==> src/sv/afl_pkg.sv <==
// afl_pkg: shared types and constants for the audio flanger.
// Multiplier request/product types, sine polynomial constants, CSR codes.
// No dependencies.
package afl_pkg;

   localparam int SAMPLE_W   = 16;
   localparam int MUL_W      = 33;
   localparam int PROD_W     = 66;
   localparam int CSR_IDX_W  = 2;
   localparam int CSR_DATA_W = 32;

   typedef logic signed [MUL_W-1:0]  mul_opnd_type;
   typedef logic signed [PROD_W-1:0] mul_prod_type;

   typedef struct packed {
      logic         en;
      mul_opnd_type a;
      mul_opnd_type b;
   } mul_req_type;

   // sine polynomial y = x * (A - x^2 * (B - x^2 * C)), Q30
   localparam logic [30:0] SIN_A = 31'd1686629713;
   localparam logic [29:0] SIN_B = 30'd688904866;
   localparam logic [26:0] SIN_C = 27'd76016977;

   localparam logic [CSR_IDX_W-1:0] CSR_PHASE_STEP = 2'd0;
   localparam logic [CSR_IDX_W-1:0] CSR_MIX_DEPTH  = 2'd1;
   localparam logic [CSR_IDX_W-1:0] CSR_MAX_DELAY  = 2'd2;

   localparam logic [15:0] MIX_DEPTH_RST = 16'd16384;
   localparam logic [9:0]  MAX_DELAY_RST = 10'd441;

endpackage

==> src/sv/afl_mul.sv <==
// afl_mul: shared signed 33x33 multiplier with registered product.
// Product holds while the request enable is low.
// Depends on afl_pkg.
module afl_mul
   import afl_pkg::*;
(
   input  logic         clock,
   input  mul_req_type  mul_req,
   output mul_prod_type prod
);

   mul_prod_type prod_ff;

   always_ff @(posedge clock) begin
      if (mul_req.en) begin
         prod_ff <= PROD_W'(mul_req.a) * PROD_W'(mul_req.b);
      end
   end

   assign prod = prod_ff;

endmodule

==> config.mk <==
export PLATFORM = sky130hd
export DESIGN_NAME = afl_mul
export DESIGN_NICKNAME = d
export VERILOG_FILES = /design/src/sv/afl_pkg.sv /design/src/sv/afl_mul.sv
export SDC_FILE = /design/constraint.sdc
export NUM_CORES = 2
export LEC_CHECK = 0
export BUFFER_PORTS_ARGS = -buffer_cell sky130_fd_sc_hd__buf_2
export CAP_MARGIN = 30
export CORE_UTILIZATION = 60
export DETAILED_ROUTE_END_ITERATION = 12
export GPL_TIMING_DRIVEN = 1
export HOLD_SLACK_MARGIN = 0.12
export PLACE_DENSITY_LB_ADDON = 0.12
export SETUP_SLACK_MARGIN = 0.1
export SYNTH_ARGS = -nofsm -noshare
export SYNTH_HDL_FRONTEND = slang
export SYNTH_SLANG_ARGS = --single-unit
==> constraint.sdc <==
create_clock -name clock -period 8.7 [get_ports clock]
set_clock_uncertainty 0.1 [all_clocks]
set_input_delay 1.74 -clock clock [delete_from_list [all_inputs] [get_ports clock]]
set_output_delay 1.74 -clock clock [all_outputs]
set_load 0.01 [all_outputs]
==> impl_metrics.json <==
{
  "status": "finished clean",
  "syn_inst": 4338,
  "cts_root_buf": "clkbuf_16",
  "gp_congestion": 0.972,
  "start_util_pct": 61.1,
  "core_um2": 67800,
  "largest_reg_flops": 66,
  "fmax_mhz": 115,
  "dr.pass1.iters": 7,
  "ys.flop_type": "edfxtp_1",
  "critPathLaunch": "mul_req[56]",
  "layout-drive-gt1-share_pct": 17.1,
  "drtIter0Drc": 1753,
  "cts-buffers-inserted": 9,
  "setup_viol": 0,
  "die_width_um": 265,
  "drt_wl_total_mm": 111,
  "final-max-slew-violation-count": 0,
  "worst_pin_slew_ns": 0.901,
  "finalNetCount": 6165,
  "hold_path.startpoint": "mul_req[0]",
  "portBuffers": 133,
  "grt_pass1_wl_mm": 177,
  "required_ns": 8.70,
  "cp-end-kind": "register",
  "multi_input_area_um2": 35000,
  "regArea_um2": 1980,
  "synthArstFlopShare_pct": 0,
  "holdBufCountCts": 0,
  "wl_per_cell_um": 19.8,
  "clkTransAtPathRegs_ns": 0.07,
  "via_count": 30200,
  "synth_area_um2": 41400,
  "grt_pass1_vias": 33000,
  "area_delta_synth_final_pct": 15.3,
  "place_hpwl_mm": 98.7,
  "syn-num-nets": 5768,
  "row_count": 95,
  "htreeDepth": 3,
  "cts.sinks": 66,
  "grt_overflow_total": 0,
  "antenna_found_initial": 3,
  "max-slew-margin-rel_pct": 40.0,
  "drc": 0,
  "syn_area_per_cell_um2": 9.54,
  "die_h_um": 265,
  "critical_path_class": "in2reg",
  "grt_start_max_net_pins": 67,
  "die-area_um2": 70000,
  "fin_util_pct": 70.5,
  "cts_tree": "done",
  "hold_viol": 0,
  "hold_path_class": "in2reg",
  "ios": 134,
  "yosysWarnings": 0,
  "fillCellCount": 5144,
  "rsz0062_at_grt": "true",
  "period_share_pct": 99.8,
  "critical_path_arrival_ns": 8.68,
  "cap_violations": 0,
  "clock_path_buffers": 2,
  "critPathLaunchType": "primary input",
  "synth_edf_count": 66,
  "ys_types": 80,
  "vias_per_cell": 5.38,
  "drtAntennaViolNets": 0,
  "ys_seq_area_share_pct": 4.79,
  "track_usage_pct": 33.1,
  "period_needed_ns": 8.68,
  "ys_seq_elements": 66,
  "path_max_fanout": 9
}
## stage by stage
stage	cells	setup TNS (ns)	cell area (um^2)	hold slack [ns]	setup slack (ns)
after floorplan	4338	0	41400	1.75	0.0718
after global placement	5558	-11.06	45900	2.05	-0.456
after global routing	5616	-0.221	47700	1.92	-0.130
final	5617	0	47700	1.92	0.0152
after CTS	5576	0	46400	1.98	0.0931
after detailed placement	5558	-13.10	45900	2.05	-0.522
## final cells by class
class / instances / area share (%)
Clock inverter: 7 / 0.147
Tap cell: 873 / 2.29
Timing Repair inverter: 1 / 0.0105
Multi-Input combinational cell: 2920 / 73.4
Timing Repair Buffer: 606 / 10.6
Sequential cell: 66 / 4.15
Antenna cell: 4 / 0.0210
Inverter: 1131 / 8.91
Clock buffer: 9 / 0.472
## synthesized netlist by cell type, types with 3 or more instances
library cell,n,area share (%)
fa_1,1145,55
inv_1,1131,10
and2_1,562,8.5
nand2_1,551,5.0
ha_1,217,6.6
clkbuf_1,208,1.9
nor2_1,68,0.62
edfxtp_1,66,4.8
a21oi_1,57,0.69
xnor2_1,43,0.91
a21o_1,36,0.65
nand3_1,25,0.30
o21ai_0,25,0.30
xor2_1,25,0.53
nand2b_1,12,0.18
buf_2,11,0.13
nand4_1,11,0.17
o21bai_1,11,0.20
a31oi_1,8,0.12
a211oi_1,7,0.13
nor3_1,7,0.085
a211o_1,6,0.13
o21a_1,6,0.11
o21ai_1,6,0.073
and3_1,5,0.076
and4_1,5,0.11
nor2b_1,5,0.076
o211ai_1,4,0.073
a211oi_2,3,0.091
a21oi_2,3,0.063
o31ai_4,3,0.15
or2_2,3,0.045
or3_1,3,0.045
## worst paths after layout
check                                 to  slack, ns  depth (start not counted)
worst min-delay path   prod[0]$_DFFE_PP_       1.92                          3
worst max-delay path  prod[58]$_DFFE_PP_       0.02                         26
## worst max-delay path, cell delays in order
cell and delay, ns:
buf_6 0.12, buf_12 0.14, and2_4 0.14, fa_1 0.53, inv_1 0.06, fa_1 0.52, inv_1 0.05, fa_1 0.55
inv_1 0.07, fa_1 0.48, fa_1 0.52, inv_1 0.05, fa_1 0.45, fa_1 0.52, inv_1 0.05, fa_1 0.52
inv_2 0.06, ha_4 0.22, a211o_1 0.27, a21o_1 0.20, a311o_1 0.29, a31o_1 0.26, a211oi_4 0.38, a21oi_2 0.14
nor4b_2 0.26, a311oi_1 0.07
## placed cells by master (no fill, tap or decap), drive strengths merged, types with 26 or more instances in the layout
cell type / instances
ha: 217
a21o: 38
edfxtp: 66
fa: 1145
and2: 563
nand2: 551
a21oi: 61
nand3: 26
nor2: 68
o21ai: 33
inv: 1129
buf: 599
xnor2: 43
## layer usage
metal	share of wire, %	track usage, %	vias to the layer above
met5	0	0	-
met4	6.5	17.8	0
met3	4.0	2.99	279
met2	54	60.7	870
met1	35	38.4	15900
li1	-	-	13200
## cells by family (layout without fill, tap and decap cells)
logic type	count (synthesis)	count (layout)	share of synthesized area, %
XOR/XNOR	68	68	1.44
adder cells (fa/ha/maj)	1362	1362	61.9
AND/OR/NAND/NOR	1271	1271	15.5
AO/OA/AOI/OAI	219	219	4.00
flip-flops	66	66	4.79
other	0	4	0
buffers and inverters	1352	1754	12.3
## what timing repair did
item	in CTS	in global routing
pin swaps	24	144
setup buffers	2	35
resized for setup	55	277
endpoints found under the hold margin	0	0
gates cloned	0	2
endpoints found under the setup margin	31	34
Power is not shown: default switching activity piles up to over one toggle a cycle in this logic, so the estimate is an artifact.
